===== src/hw/rtl/u2r_pkg.sv =====
// Shared types, widths and conversion tables for the UYVY to RGB565 rotate core.
// Chroma term tables are built at elaboration from the fixed-point coefficients.
// No dependencies.
`timescale 1ns / 1ps

package u2r_pkg;

    // Field widths
    localparam int BYTE_W  = 8;
    localparam int PIX_W   = 16;
    localparam int ADDR_W  = 22;
    localparam int CFG_W   = 12;
    localparam int CFG_IDX_W = 2;

    // Default largest frame dimension
    localparam int MAX_DIM_DEF = 2048;

    // Register reset values
    localparam logic [CFG_W-1:0] COLUMNS_RST = 12'd144;
    localparam logic [CFG_W-1:0] ROWS_RST    = 12'd176;

    // Register indexes
    localparam logic [CFG_IDX_W-1:0] CFG_OUT_COLUMNS = 2'd0;
    localparam logic [CFG_IDX_W-1:0] CFG_OUT_ROWS    = 2'd1;

    // Conversion coefficients, scaled by CONV_DIV
    localparam int CONV_DIV = 1000000;
    localparam int R_V_K    = 1370705;
    localparam int G_V_K    = 698001;
    localparam int G_U_K    = 337633;
    localparam int B_U_K    = 1732446;
    localparam int CHROMA_OFS = 128;
    localparam int LUMA_OFS   = 16;

    // Chroma term: (byte - 128) * k / CONV_DIV, truncated toward zero
    localparam int TERM_W = 10;
    typedef logic signed [TERM_W-1:0] t_term;
    typedef t_term t_term_tab [256];

    // Per-pixel channel sum width (luma plus terms, signed)
    localparam int SUM_W = 11;
    typedef logic signed [SUM_W-1:0] t_sum;

    // Address generator result for one transaction
    typedef struct packed {
        logic [ADDR_W-1:0] addr_a;
        logic [ADDR_W-1:0] addr_b;
        logic              frame_done;
    } t_addr_res;

    function automatic t_term_tab build_tab(input int k);
        t_term_tab tab;
        int        v;
        for (int b = 0; b < 256; b++) begin
            v      = b - CHROMA_OFS;
            tab[b] = t_term'((v * k) / CONV_DIV);
        end
        return tab;
    endfunction

    localparam t_term_tab R_V_TAB = build_tab(R_V_K);
    localparam t_term_tab G_V_TAB = build_tab(G_V_K);
    localparam t_term_tab G_U_TAB = build_tab(G_U_K);
    localparam t_term_tab B_U_TAB = build_tab(B_U_K);

endpackage


===== src/hw/rtl/u2r_pixel_conv.sv =====
// One pixel of YUV to RGB565 conversion with per-channel saturation.
// Depends on u2r_pkg for the chroma term tables.
`timescale 1ns / 1ps

module u2r_pixel_conv (
    input  logic [u2r_pkg::BYTE_W-1:0] i_y,
    input  logic [u2r_pkg::BYTE_W-1:0] i_u,
    input  logic [u2r_pkg::BYTE_W-1:0] i_v,
    output logic [u2r_pkg::PIX_W-1:0]  o_pixel
);
    import u2r_pkg::*;

    localparam t_sum Y_OFS = t_sum'(LUMA_OFS);

    t_sum              y_s;
    t_sum              r_sum;
    t_sum              g_sum;
    t_sum              b_sum;
    logic [BYTE_W-1:0] r_ch;
    logic [BYTE_W-1:0] g_ch;
    logic [BYTE_W-1:0] b_ch;

    function automatic logic [BYTE_W-1:0] sat8(input t_sum x);
        logic [BYTE_W-1:0] res;
        if (x < 0) begin
            res = '0;
        end else if (x > t_sum'(255)) begin
            res = '1;
        end else begin
            res = x[BYTE_W-1:0];
        end
        return res;
    endfunction

    // Remove luma offset and add or subtract the chroma terms from the tables
    assign y_s   = signed'({3'b000, i_y}) - Y_OFS;
    assign r_sum = y_s + t_sum'(R_V_TAB[i_v]);
    assign g_sum = y_s - t_sum'(G_V_TAB[i_v]) - t_sum'(G_U_TAB[i_u]);
    assign b_sum = y_s + t_sum'(B_U_TAB[i_u]);

    // Saturate and pack 5/6/5
    assign r_ch    = sat8(r_sum);
    assign g_ch    = sat8(g_sum);
    assign b_ch    = sat8(b_sum);
    assign o_pixel = {r_ch[7:3], g_ch[7:2], b_ch[7:3]};

endmodule


===== src/hw/rtl/u2r_addr_gen.sv =====
// Rotated-frame write address generator: walks columns last to first,
// rows top to bottom, two rows per transaction. Depends on u2r_pkg.
`timescale 1ns / 1ps

module u2r_addr_gen #(
    parameter int MAX_DIM = u2r_pkg::MAX_DIM_DEF
) (
    input  logic                      i_clk,
    input  logic                      i_rst_n,
    input  logic [u2r_pkg::CFG_W-1:0] i_columns,
    input  logic [u2r_pkg::CFG_W-1:0] i_rows,
    input  logic                      i_adv,
    output u2r_pkg::t_addr_res        o_res
);
    import u2r_pkg::*;

    localparam int PW = $clog2(MAX_DIM);
    localparam int EW = PW + 1;
    localparam int MW = PW + EW + 1;
    localparam logic [EW-1:0] MAX_COLS = EW'(MAX_DIM);
    localparam logic [EW-1:0] MAX_ROWS = EW'(MAX_DIM & ~1);

    logic [PW-1:0] r_column_step;
    logic [PW-1:0] r_row_position;
    logic [PW-1:0] n_column_step;
    logic [PW-1:0] n_row_position;

    logic [EW-1:0] cols;
    logic [EW-1:0] rows;
    logic [CFG_W-1:0] rows_even;
    logic          restart;
    logic [PW-1:0] cs;
    logic [PW-1:0] rp;
    logic [EW-1:0] col;
    logic [EW-1:0] rp2;
    logic [EW-1:0] cs1;
    logic [MW-1:0] addr_a_w;
    logic [MW-1:0] addr_b_w;

    // Clamp configured dimensions into the legal range
    always_comb begin
        rows_even = i_rows & ~CFG_W'(1);
        if (i_columns == '0) begin
            cols = EW'(1);
        end else if (32'(i_columns) > 32'(MAX_DIM)) begin
            cols = MAX_COLS;
        end else begin
            cols = EW'(i_columns);
        end
        if (rows_even < CFG_W'(2)) begin
            rows = EW'(2);
        end else if (32'(rows_even) > 32'(MAX_DIM)) begin
            rows = MAX_ROWS;
        end else begin
            rows = EW'(rows_even);
        end
    end

    // Restart the frame if the position fell outside it, then form addresses
    always_comb begin
        restart  = (EW'(r_column_step) >= cols) || (EW'(r_row_position) + EW'(1) >= rows);
        cs       = restart ? '0 : r_column_step;
        rp       = restart ? '0 : r_row_position;
        col      = cols - EW'(1) - EW'(cs);
        addr_a_w = MW'(rp) * MW'(cols) + MW'(col);
        addr_b_w = addr_a_w + MW'(cols);
        rp2      = EW'(rp) + EW'(2);
        cs1      = EW'(cs) + EW'(1);

        n_row_position   = PW'(rp2);
        n_column_step    = cs;
        o_res.frame_done = 1'b0;
        if (rp2 >= rows) begin
            n_row_position = '0;
            if (cs1 >= cols) begin
                n_column_step    = '0;
                o_res.frame_done = 1'b1;
            end else begin
                n_column_step = PW'(cs1);
            end
        end
        o_res.addr_a = ADDR_W'(addr_a_w);
        o_res.addr_b = ADDR_W'(addr_b_w);
    end

    // Advance position on each transaction
    always_ff @(posedge i_clk) begin
        if (!i_rst_n) begin
            r_column_step  <= '0;
            r_row_position <= '0;
        end else if (i_adv) begin
            r_column_step  <= n_column_step;
            r_row_position <= n_row_position;
        end
    end

endmodule


===== src/hw/rtl/uyvy_to_rgb565_rotate_core.sv =====
// UYVY to RGB565 converter with rotated-frame write addresses.
// Pipeline: input register, then result register. Throughput: one macropixel per cycle
// while the output is not stalled, set by the single-pass conversion and address path.
// Reset (synchronous, active low) clears both pipeline valids, restarts the frame at the
// last column, top row, and loads 144 columns by 176 rows.
`timescale 1ns / 1ps

module uyvy_to_rgb565_rotate_core #(
    parameter int MAX_DIM = u2r_pkg::MAX_DIM_DEF
) (
    input  logic                          i_clk,
    input  logic                          i_rst_n,
    // Input channel
    input  logic                          i_in_valid,
    output logic                          o_in_stall,
    input  logic [u2r_pkg::BYTE_W-1:0]    i_u_byte,
    input  logic [u2r_pkg::BYTE_W-1:0]    i_y0_byte,
    input  logic [u2r_pkg::BYTE_W-1:0]    i_v_byte,
    input  logic [u2r_pkg::BYTE_W-1:0]    i_y1_byte,
    // Output channel
    output logic                          o_out_valid,
    input  logic                          i_out_stall,
    output logic [u2r_pkg::PIX_W-1:0]     o_pixel_a,
    output logic [u2r_pkg::PIX_W-1:0]     o_pixel_b,
    output logic [u2r_pkg::ADDR_W-1:0]    o_address_a,
    output logic [u2r_pkg::ADDR_W-1:0]    o_address_b,
    output logic                          o_frame_done,
    // Configuration write channel
    input  logic                          i_cfg_valid,
    output logic                          o_cfg_ready,
    input  logic [u2r_pkg::CFG_IDX_W-1:0] i_cfg_index,
    input  logic [u2r_pkg::CFG_W-1:0]     i_cfg_data
);
    import u2r_pkg::*;

    logic [CFG_W-1:0]  r_out_columns;
    logic [CFG_W-1:0]  r_out_rows;

    logic              r_s1_valid;
    logic              n_s1_valid;
    logic [BYTE_W-1:0] r_u;
    logic [BYTE_W-1:0] r_y0;
    logic [BYTE_W-1:0] r_v;
    logic [BYTE_W-1:0] r_y1;

    logic              r_out_valid;
    logic              n_out_valid;
    logic [PIX_W-1:0]  r_pixel_a;
    logic [PIX_W-1:0]  r_pixel_b;
    logic [ADDR_W-1:0] r_address_a;
    logic [ADDR_W-1:0] r_address_b;
    logic              r_frame_done;

    logic              s2_free;
    logic              s1_adv;
    logic              s1_free;
    logic              in_take;
    logic [PIX_W-1:0]  pix_a;
    logic [PIX_W-1:0]  pix_b;
    t_addr_res         addr_res;

    // Configuration registers, always ready
    assign o_cfg_ready = 1'b1;

    always_ff @(posedge i_clk) begin
        if (!i_rst_n) begin
            r_out_columns <= COLUMNS_RST;
            r_out_rows    <= ROWS_RST;
        end else if (i_cfg_valid) begin
            case (i_cfg_index)
                CFG_OUT_COLUMNS: r_out_columns <= i_cfg_data;
                CFG_OUT_ROWS:    r_out_rows    <= i_cfg_data;
                default: ;
            endcase
        end
    end

    // Pipeline flow control
    assign s2_free     = !r_out_valid || !i_out_stall;
    assign s1_adv      = r_s1_valid && s2_free;
    assign s1_free     = !r_s1_valid || s2_free;
    assign in_take     = i_in_valid && s1_free;
    assign o_in_stall  = !s1_free;
    assign n_s1_valid  = in_take || (r_s1_valid && !s2_free);
    assign n_out_valid = s1_adv || (r_out_valid && i_out_stall);

    always_ff @(posedge i_clk) begin
        if (!i_rst_n) begin
            r_s1_valid  <= 1'b0;
            r_out_valid <= 1'b0;
        end else begin
            r_s1_valid  <= n_s1_valid;
            r_out_valid <= n_out_valid;
        end
    end

    // Capture the input transaction
    always_ff @(posedge i_clk) begin
        if (in_take) begin
            r_u  <= i_u_byte;
            r_y0 <= i_y0_byte;
            r_v  <= i_v_byte;
            r_y1 <= i_y1_byte;
        end
    end

    // Color conversion, one unit per pixel sharing chroma
    u2r_pixel_conv u_conv_a (
        .i_y     (r_y0),
        .i_u     (r_u),
        .i_v     (r_v),
        .o_pixel (pix_a)
    );

    u2r_pixel_conv u_conv_b (
        .i_y     (r_y1),
        .i_u     (r_u),
        .i_v     (r_v),
        .o_pixel (pix_b)
    );

    // Rotated addresses, advanced as each item leaves the input register
    u2r_addr_gen #(
        .MAX_DIM (MAX_DIM)
    ) u_addr_gen (
        .i_clk     (i_clk),
        .i_rst_n   (i_rst_n),
        .i_columns (r_out_columns),
        .i_rows    (r_out_rows),
        .i_adv     (s1_adv),
        .o_res     (addr_res)
    );

    // Result register, hold while stalled
    always_ff @(posedge i_clk) begin
        if (s1_adv) begin
            r_pixel_a    <= pix_a;
            r_pixel_b    <= pix_b;
            r_address_a  <= addr_res.addr_a;
            r_address_b  <= addr_res.addr_b;
            r_frame_done <= addr_res.frame_done;
        end
    end

    assign o_out_valid  = r_out_valid;
    assign o_pixel_a    = r_pixel_a;
    assign o_pixel_b    = r_pixel_b;
    assign o_address_a  = r_address_a;
    assign o_address_b  = r_address_b;
    assign o_frame_done = r_frame_done;

endmodule


===== config.mk =====
export PLATFORM = sky130hd
export DESIGN_NAME = uyvy_to_rgb565_rotate_core
export DESIGN_NICKNAME = d
export VERILOG_FILES = /design/src/hw/rtl/u2r_pkg.sv /design/src/hw/rtl/u2r_pixel_conv.sv /design/src/hw/rtl/u2r_addr_gen.sv /design/src/hw/rtl/uyvy_to_rgb565_rotate_core.sv
export SDC_FILE = /design/constraint.sdc
export NUM_CORES = 1
export LEC_CHECK = 0
export ABC_AREA = 0
export BUFFER_PORTS_ARGS = -buffer_cell sky130_fd_sc_hd__buf_2
export CORE_MARGIN = 5
export CORE_UTILIZATION = 55
export DETAILED_ROUTE_END_ITERATION = 8
export PLACE_DENSITY = 0.84
export SETUP_SLACK_MARGIN = 0.02
export SYNTH_ARGS = -nofsm -noshare
export SYNTH_HDL_FRONTEND = slang
export SYNTH_SLANG_ARGS = --single-unit

===== constraint.sdc =====
create_clock -name i_clk -period 9.6 [get_ports i_clk]
set_clock_uncertainty 0.2 [all_clocks]
set_input_delay 0.48 -clock i_clk [delete_from_list [all_inputs] [get_ports i_clk]]
set_output_delay 0.48 -clock i_clk [all_outputs]
set_load 0.1 [all_outputs]

Word-level counts from Yosys, hierarchy flattened:

Memories as Yosys holds them, arrays and structs flattened.
Index checks and enable logic that the tools add are counted.

* ROM bits: 10240
* bits in registers: 157
* output and inout bits: 80
* memories: 4
* input bits: 51

* mux-type cells: 24
* order comparisons: 21
* add/sub/neg operators: 17
* bitwise gates (word level): 2
* multiply operators: 1
* equality and inequality tests: 1
* reductions and logical operators: 18

Memories
* (name not given): words 256, bits a word 10, rd ports 1, clocked after Yosys merged registers in 0, wr ports 0, line u2r_pixel_conv.sv:38 `assign g_sum = y_s - t_sum'(G_V_TAB[i_v]) - t_sum'(G_U_TAB[i_u]);`
* (name not given): words 256, bits a word 10, rd ports 1, clocked after Yosys merged registers in 0, wr ports 0, line u2r_pixel_conv.sv:37 `assign r_sum = y_s + t_sum'(R_V_TAB[i_v]);`
* (name not given): words 256, bits a word 10, rd ports 1, clocked after Yosys merged registers in 0, wr ports 0, line u2r_pixel_conv.sv:39 `assign b_sum = y_s + t_sum'(B_U_TAB[i_u]);`
* (name not given): words 256, bits a word 10, rd ports 1, clocked after Yosys merged registers in 0, wr ports 0, line u2r_pixel_conv.sv:38

Operators with widths (count)
* 10-bit 2-to-1 mux: 8
* 11-bit by 9-bit greater-than comparator with 1-bit output, second input constant: 6
* 11-bit by 1-bit < comparator with 1-bit output, second input constant: 6
* 11-bit 2-to-1 mux: 5
* 12-bit 2-to-1 mux: 4
* 8-bit 2-to-1 mux: 6
* 22-bit by 12-bit adder with 22-bit output: 2
* 9-bit by 10-bit adder with 11-bit output: 4
* 12-bit greater-or-equal comparator: 3
* 11-bit by 1-bit adder with 12-bit output, second input constant: 2
* 12-bit greater-than comparator, second input constant: 2
* 11-bit by 12-bit multiplier with 22-bit output: 1
* 11-bit by 10-bit subtractor with 11-bit output: 2
* 9-bit by 10-bit subtractor with 11-bit output: 2
* 9-bit greater-or-equal comparator, second input constant: 2
* 8-bit NOT with 9-bit output: 2
* 8-bit by 5-bit subtractor with 9-bit output, second input constant: 2
* 11-bit by 2-bit adder with 12-bit output, second input constant: 1
* 11-bit by 12-bit greater-or-equal comparator with 1-bit output: 1
* 12-bit zero test: 1
* 12-bit by 2-bit < comparator with 1-bit output, second input constant: 1
* 12-bit by 1-bit subtractor with 12-bit output, second input constant: 1
* 12-bit by 11-bit subtractor with 12-bit output: 1
* 1-bit zero test: 5
* other kinds (6): 14

Longest topological paths before layout:

Gate-level depths: netlist (run 1).

* depth after elaboration: 10
* gate-level depth with buffers: 47
* mapped depth without buffers: 44

Modules after synthesis:

From an unflattened synthesis (run 1), not the netlist that was laid out.

* cell total of the unflattened synthesis: 3626
* area total of the unflattened synthesis: 27737.9 um2

By module, submodules not included
* u2r_addr_gen: times used 1, sequential area each 440.4 um2, cells each 1027, area each 8316.7 um2
* u2r_pixel_conv (u_conv_b): times used 1, sequential area each 0.0 um2, cells each 1212, area each 7576.0 um2
* u2r_pixel_conv (u_conv_a): times used 1, sequential area each 0.0 um2, cells each 1172, area each 7539.7 um2
* uyvy_to_rgb565_rotate_core: times used 1, sequential area each 3793.6 um2, cells each 215, area each 4305.4 um2

Least setup slack after synthesis (run 1):

No wires, ideal clock.

* path kind: register -> register
* start point: register u_addr_gen.r_row_position[2]
* end point: register r_address_b[17] (netlist: o_address_b[17]) (data pin)
* buffers on the path: 3
* cell stages (with the launch flop): 45
* arrival time: 8.703 ns
* library setup time: 0.267 ns
* path slack: 0.430 ns
* data required time: 9.133 ns
* path through: dfxtp_1 > nand3_1 > nor2_1 > nand2_1 > nor2_1 > xor2_1 > ha_1 > a21o_1 > a21o_1 > a221o_1 > a221oi_4 > buf_6 > and2_1 > buf_2 > buf_2 > nand2_1 > ha_1 > inv_1 > (+9 left out) > xnor2_1 > fa_1 > inv_1 > fa_1 > inv_1 > fa_1 > fa_1 > inv_1 > ha_1 > o21ai_0 > nor2_1 > and3_4 > a21oi_1 > ha_1 > or4_1 > o211ai_1 > nor3_1 > xor2_1

RTL lines
* from (decl): line u2r_addr_gen.sv:24 `logic [PW-1:0] r_row_position;`
* from (signal assigned): line u2r_addr_gen.sv:93 `r_row_position <= n_row_position;`
* to (signal assigned): line uyvy_to_rgb565_rotate_core.sv:140 `r_address_b <= addr_res.addr_b;`
* to (decl): line uyvy_to_rgb565_rotate_core.sv:51 `logic [ADDR_W-1:0] r_address_b;`

==> results.sh, run 1 <==
export IMPL_status="complete, no violations"
export IMPL_track_usage_pct=28.0
export IMPL_fill_cells=3165
export IMPL_total_power_uw=2820
export IMPL_drive_gt1_share_pct=10.0
export IMPL_yosysSeqAreaShare_pct=20.6
export IMPL_diodes=0
export IMPL_critPathLaunchType="flop"
export IMPL_fmax_mhz=108
export IMPL_route_detailed_drc=0
export IMPL_gp_congestion=0.976
export IMPL_grt_overflow=0
export IMPL_ios=131
export IMPL_critical_path_reg2reg_endpoint="o_address_b[21]"
export IMPL_max_cap_violations=0
export IMPL_hp_class="in -> reg"
export IMPL_utilization_pct=61.1
export IMPL_post_route_min_period_ns=9.26
export IMPL_crit_slowest_cell="fa_1"
export IMPL_ff2ff_path_depth=39
export IMPL_dr_pass1_iters=6
export IMPL_initial_core_util_pct=55.8
export IMPL_synth_nets=2941
export IMPL_via_count=19458
export IMPL_hold_viol_final=0
export IMPL_vias_per_cell=6.27
export IMPL_post_route_worst_setup_slack_ns=0.338
export IMPL_clk_pin_slew_ns=0.07
export IMPL_powerDensity_nw_per_um2=126
export IMPL_hp_start="i_cfg_data[0]"
export IMPL_period_share_pct=96.5
export IMPL_fin_setup_tns_ns=0
export IMPL_post_place_ws_ns=0.227
export IMPL_dp_hpwl_mm=43.3
export IMPL_grt_pass1_vias=19085
export IMPL_min_path_cells=3
export IMPL_antenna_found_initial=0
export IMPL_synthesis_area_um2=20400
export IMPL_r2r_start="u_addr_gen.r_row_position[2]"
export IMPL_synth_top_cells_by_area="edfxtp_1 (16%), ha_1 (13%), fa_1 (12%)"
export IMPL_yosys_warnings=0
export IMPL_critPathArrivalTime_ns=9.28
export IMPL_num_nets_final=3007
export IMPL_ys_ff_latch=156
export IMPL_grt_pass1_wl_mm=94.9
export IMPL_cts_sinks=156
export IMPL_path_max_fanout=6
export IMPL_first_iter_violations=1954
export IMPL_synth_top_cell_area_share_pct=16.0
export IMPL_htree_levels=4
export IMPL_rows=70
export IMPL_worstMarginPinSlew_ns=1.22
export IMPL_async_reset_ff_share_pct=0
export IMPL_ir_worst_vdd_v=0.000150
export IMPL_fp_dieH_um=203
export IMPL_slew_viol_final=0
export IMPL_synth_main_ff_cell="edfxtp_1"
export IMPL_die_x_um=203
export IMPL_crit_top_cell="a21o_1"
export IMPL_clock_root_buffer="clkbuf_16"
export IMPL_design_area_um2=22400
export IMPL_crit_required_ns=9.62
export IMPL_drtAntennaViolNets=0
export IMPL_crit_type="reg -> reg"
export IMPL_crit_path_end_kind="flop"
export IMPL_synth_top_cell_by_area="edfxtp_1"
export IMPL_setup_viol=0
export IMPL_syn_inst=2559
export IMPL_postPlaceCellArea_um2=21300
export IMPL_grt_max_degree=83
export IMPL_r2r_slack_ns=0.34
export IMPL_portBuffers=129
export IMPL_wl_mm=58.9
export IMPL_slew_headroom_pct=18.1
export IMPL_yosysUniqueCellTypes=90
export IMPL_area_delta_synth_final_pct=9.53
export IMPL_clock_latency_ns=0.48
export IMPL_wl_per_cell_um=19.0
export IMPL_synth_edff_count=109
export IMPL_coreArea_um2=36600
export IMPL_cts_buffer_depth=2
export IMPL_cpPeakStageDelay_ns=0.54
export IMPL_min_to="r_out_columns[0]"
export IMPL_die_area_um2=41100
export IMPL_synth_avg_cell_area_um2=7.98
export IMPL_cts_tree="yes"
export IMPL_numCtsBuffers=17
export IMPL_leakage_uw=0.0101
cell usage in the layout (no fill, tap or decap), types with 31 or more instances in the layout:
master,count
a21o_1,43
buf_2,129
ha_1,206
nand3_1,54
a21oi_1,209
edfxtp_1,109
o211ai_1,31
xnor2_1,62
fa_1,124
nor2_1,242
nor3_1,41
buf_4,38
inv_1,219
o21a_1,34
dfxtp_1,43
dlygate4sd3_1,32
xor2_1,38
nand2_1,333
o21ai_0,158
Yosys cell counts, types with 47 or more instances:
cell	count
a21oi_1	213
clkbuf_1	108
dfxtp_1	47
edfxtp_1	109
fa_1	124
ha_1	207
inv_1	221
nand2_1	333
nand3_1	54
nor2_1	243
o21ai_0	161
xnor2_1	64
per-layer routing:
| layer | global-route usage [%] | vias to the layer above | part of all wire, % |
|---|---|---|---|
| li1 | - | 9054 | - |
| met1 | 34.7 | 9234 | 39 |
| met2 | 47.8 | 1008 | 49 |
| met3 | 5.32 | 162 | 8.4 |
| met4 | 12.1 | 0 | 3.7 |
| met5 | 0 | - | 0 |
logic make-up after synthesis:
family                   after synthesis  synth area share [%]
XOR/XNOR                             107                  4.70
other                                  1                0.0184
adder cells (fa/ha/maj)              332                  24.9
multiplexers                          34                  2.36
AO/OA/AOI/OAI                        705                  21.8
buffers and inverters                383                  7.23
AND/OR/NAND/NOR                      841                  18.3
flip-flops                           156                  20.6
how the worst max path moves through the flow:
stage                      end                         start  cells after the start  slack (ns)
6_report       o_address_b[21]  u_addr_gen.r_row_position[2]                     39        0.34
3_3_place_gp   o_address_b[17]  u_addr_gen.r_row_position[2]                     41        0.43
5_1_grt        o_address_b[20]  u_addr_gen.r_row_position[2]                     39       -0.14
2_1_floorplan  o_address_b[17]  u_addr_gen.r_row_position[2]                     44        0.43
4_1_cts        o_address_b[21]  u_addr_gen.r_row_position[2]                     39        0.16
3_5_place_dp   o_address_b[17]  u_addr_gen.r_row_position[2]                     37        0.23
through the flow:
step / hold slack, ns / instances
after floorplan: 0.236 / 2559
after global placement: 0.261 / 3037
final: 0.0500 / 3105
after detailed placement: 0.261 / 3037
after CTS: 0.0257 / 3100
after global routing: 0.0465 / 3105
flip-flops by register name, summed over array words and instances (netlist names), 8 cells and up:
name and flops:
r_y1 8, r_u 8, r_v 8, o_pixel_a 16
r_out_rows 11, u_addr_gen.r_row_position 11, o_address_a 22, r_y0 8
r_out_columns 12, u_addr_gen.r_column_step 11, o_address_b 22, o_pixel_b 16
layout make-up:
cell class | count | area (um2) | share of cell area [%]
clock inverters | 8 | 67.6 | 0.302
multi-input cells | 2020 | 14800 | 66.4
clock buffers | 23 | 522 | 2.33
inverters | 231 | 868 | 3.88
repair buffers | 199 | 1250 | 5.60
well taps | 468 | 586 | 2.62
flip-flops and latches | 156 | 4220 | 18.9
repair_timing:
| action | 4_1_cts | 5_1_grt |
|---|---|---|
| resized for setup | 0 | 29 |
| buffers inserted | 0 | 5 |
| hold endpoints to repair | 32 | 0 |
| hold buffers | 32 | 0 |
| setup endpoints to repair | 0 | 13 |
critical path: cells and delay by family, from the launching register on:
family	cells	cell delay [ns]
flops	1	0.40
compound gates	14	3.04
xor+xnor	3	0.48
simple gates	12	1.81
buf+inv	3	0.17
fa+ha+maj	7	2.88
power breakdown:
part / leakage (uW) / internal (uW) / switching [uW] / total [uW]
combinational: 0.00837 / 421 / 874 / 1300
sequential: 0.00141 / 796 / 28.3 / 825
clock: 0.000293 / 388 / 311 / 699
total: 0.0101 / 1610 / 1210 / 2820
Note: power is estimated with default switching activity, not from simulation.
==> run 2, diff against run 1 <==
--- a/config.mk
+++ b/config.mk
@@ -6,7 +6,7 @@
 export NUM_CORES = 1
 export LEC_CHECK = 0
 export ABC_AREA = 0
-export BUFFER_PORTS_ARGS = -buffer_cell sky130_fd_sc_hd__buf_2
+export BUFFER_PORTS_ARGS = -buffer_cell sky130_fd_sc_hd__buf_4
 export CORE_MARGIN = 5
 export CORE_UTILIZATION = 55
 export DETAILED_ROUTE_END_ITERATION = 8
==> constraint.sdc (replaced) <==
create_clock -name i_clk -period 9.6 [get_ports i_clk]
set_clock_uncertainty 0.2 [all_clocks]
set_input_delay 1.92 -clock i_clk [delete_from_list [all_inputs] [get_ports i_clk]]
set_output_delay 1.92 -clock i_clk [all_outputs]
set_load 0.1 [all_outputs]
==> results.sh, run 2 (synthesized netlist as in run 1, its figures left out) <==
export IMPL_status="complete, no violations"
export IMPL_crit_type="reg -> reg"
export IMPL_area_delta_synth_final_pct=9.19
export IMPL_max_cap_violations=0
export IMPL_critical_path_reg2reg_endpoint="o_address_b[21]"
export IMPL_total_power_uw=2810
export IMPL_setup_viol=0
export IMPL_post_route_worst_setup_slack_ns=0.380
export IMPL_num_nets_final=2970
export IMPL_crit_required_ns=9.61
export IMPL_min_path_cells=2
export IMPL_portBuffers=129
export IMPL_grt_pass1_wl_mm=95.1
export IMPL_cts_sinks=156
export IMPL_post_route_min_period_ns=9.22
export IMPL_clock_root_buffer="clkbuf_16"
export IMPL_hold_viol_final=0
export IMPL_slew_headroom_pct=17.3
export IMPL_layout_cells_non_filler=3069
export IMPL_crit_top_cell="a21o_1"
export IMPL_design_area_um2=22300
export IMPL_critPathArrivalTime_ns=9.23
export IMPL_ff2ff_path_depth=40
export IMPL_grt_pass1_vias=19091
export IMPL_grt_overflow=0
export IMPL_critPathLaunchType="flop"
export IMPL_slew_viol_final=0
export IMPL_hp_class="reg -> reg"
export IMPL_htree_levels=4
export IMPL_first_iter_violations=2115
export IMPL_fp_dieH_um=203
export IMPL_hp_start="r_out_columns[0]"
export IMPL_clkPwrFrac_pct=24.0
export IMPL_pwr_share_comb_pct=46.7
export IMPL_drtAntennaViolNets=0
export IMPL_fill_cells=3115
export IMPL_antenna_found_initial=0
export IMPL_post_place_ws_ns=0.0907
export IMPL_worstMarginPinSlew_ns=1.23
export IMPL_ios=131
export IMPL_multi_input_area_um2=14800
export IMPL_cts_buffer_depth=2
export IMPL_seqCellArea_um2=4220
export IMPL_leakage_uw=0.0100
export IMPL_coreArea_um2=36600
export IMPL_period_share_pct=96.0
export IMPL_dp_hpwl_mm=43.2
export IMPL_die_x_um=203
export IMPL_wl_per_cell_um=19.0
export IMPL_switchingPower_uw=1230
export IMPL_dp_cells=3034
export IMPL_track_usage_pct=27.9
export IMPL_rows=70
export IMPL_switching_share_pct=43.7
export IMPL_r2r_start="u_addr_gen.r_row_position[3]"
export IMPL_gp_congestion=0.988
export IMPL_rsz0062_at_grt="true"
export IMPL_die_area_um2=41100
export IMPL_path_max_fanout=6
export IMPL_crit_path_end_kind="flop"
export IMPL_r2r_slack_ns=0.38
export IMPL_crit_slowest_cell="fa_1"
export IMPL_vias_per_cell=6.31
export IMPL_wl_mm=58.2
export IMPL_fmax_mhz=108
export IMPL_ir_worst_vdd_v=0.000140
export IMPL_power_frac_seq_pct=29.3
export IMPL_initial_core_util_pct=55.8
export IMPL_clock_latency_ns=0.46
export IMPL_clk_pin_slew_ns=0.07
export IMPL_powerDensity_nw_per_um2=126
export IMPL_grt_max_degree=90
export IMPL_drive_gt1_share_pct=10.1
export IMPL_p_int_uw=1580
export IMPL_mostFrequentLayoutCells="nand2_1 (333), nor2_1 (240), inv_1 (221)"
export IMPL_numCtsBuffers=17
export IMPL_dr_pass1_iters=6
export IMPL_final_common_cell="nand2_1"
export IMPL_route_detailed_drc=0
export IMPL_cpPeakStageDelay_ns=0.53
export IMPL_postPlaceCellArea_um2=21600
export IMPL_via_count=19374
export IMPL_cts_tree="yes"
export IMPL_min_to="r_out_columns[0]"
export IMPL_diodes=0
export IMPL_utilization_pct=60.9
run 2: changes by cell type in the layout (fill, tap and decap cells not counted), sizes merged:
cell | before | now
dlygate4sd3 | 32 | 0
clkbuf | 23 | 18
buf | 167 | 162
inv | 228 | 231
clkinv | 11 | 14
run 2: per-layer routing:
metal / up-vias / routed length (um) / GRT usage [%]
met5: - / 0 / 0
met4: 0 / 2580 / 12.6
met3: 214 / 4740 / 4.52
met2: 1042 / 27700 / 46.5
met1: 9133 / 23100 / 35.7
li1: 8985 / - / -
run 2: final cells by class:
type | count | share of cell area, %
clock buffers | 18 | 2.02
clock inverters | 14 | 0.488
inverters | 231 | 3.90
multi-input cells | 2020 | 66.6
flip-flops and latches | 156 | 18.9
well taps | 468 | 2.63
repair buffers | 162 | 5.46
run 2: worst max-delay path: cells and delay by family, from the launching register on:
family,cells,cell delay (ns)
AO/OA/AOI/OAI,15,2.83
XOR/XNOR,3,0.55
flip-flops,1,0.40
buffers and inverters,4,0.34
adder cells (fa/ha/maj),8,3.10
AND/OR/NAND/NOR,10,1.52
run 2: what timing repair did:
| item | CTS | global route |
|---|---|---|
| hold buffers | 0 | 0 |
| endpoints found under the setup margin | 1 | 13 |
| pin swaps | 1 | 7 |
| resized for setup | 0 | 33 |
| buffers inserted | 2 | 1 |
run 2: metrics by stage:
stage / TNS [ns] / hold slack, ns
after global placement: 0 / 0.258
final: 0 / 0.285
after global routing: -0.146 / 0.309
after floorplan: 0 / 0.236
after CTS: 0 / 0.279
after detailed placement: 0 / 0.259
run 2: worst max path at each step:
| stage | slack (ns) | startpoint | cells past startpoint | to |
|---|---|---|---|---|
| after floorplan | 0.43 | u_addr_gen.r_row_position[2] | 44 | o_address_b[17] |
| after global placement | 0.47 | u_addr_gen.r_row_position[2] | 41 | o_address_b[17] |
| after CTS | 0.17 | u_addr_gen.r_row_position[3] | 44 | o_address_b[21] |
| final | 0.38 | u_addr_gen.r_row_position[3] | 40 | o_address_b[21] |
| after global routing | -0.08 | u_addr_gen.r_row_position[3] | 39 | o_address_b[21] |
| after detailed placement | 0.09 | u_addr_gen.r_row_position[3] | 41 | o_address_b[21] |
run 2: power by group through the flow:
stage	sequential [uW]	combinational (uW)	clock, uW
after global placement	836	1240	0
final	823	1310	675
after CTS	823	1300	682
after global routing	828	1430	708
after detailed placement	837	1280	0
after floorplan	1070	758	0
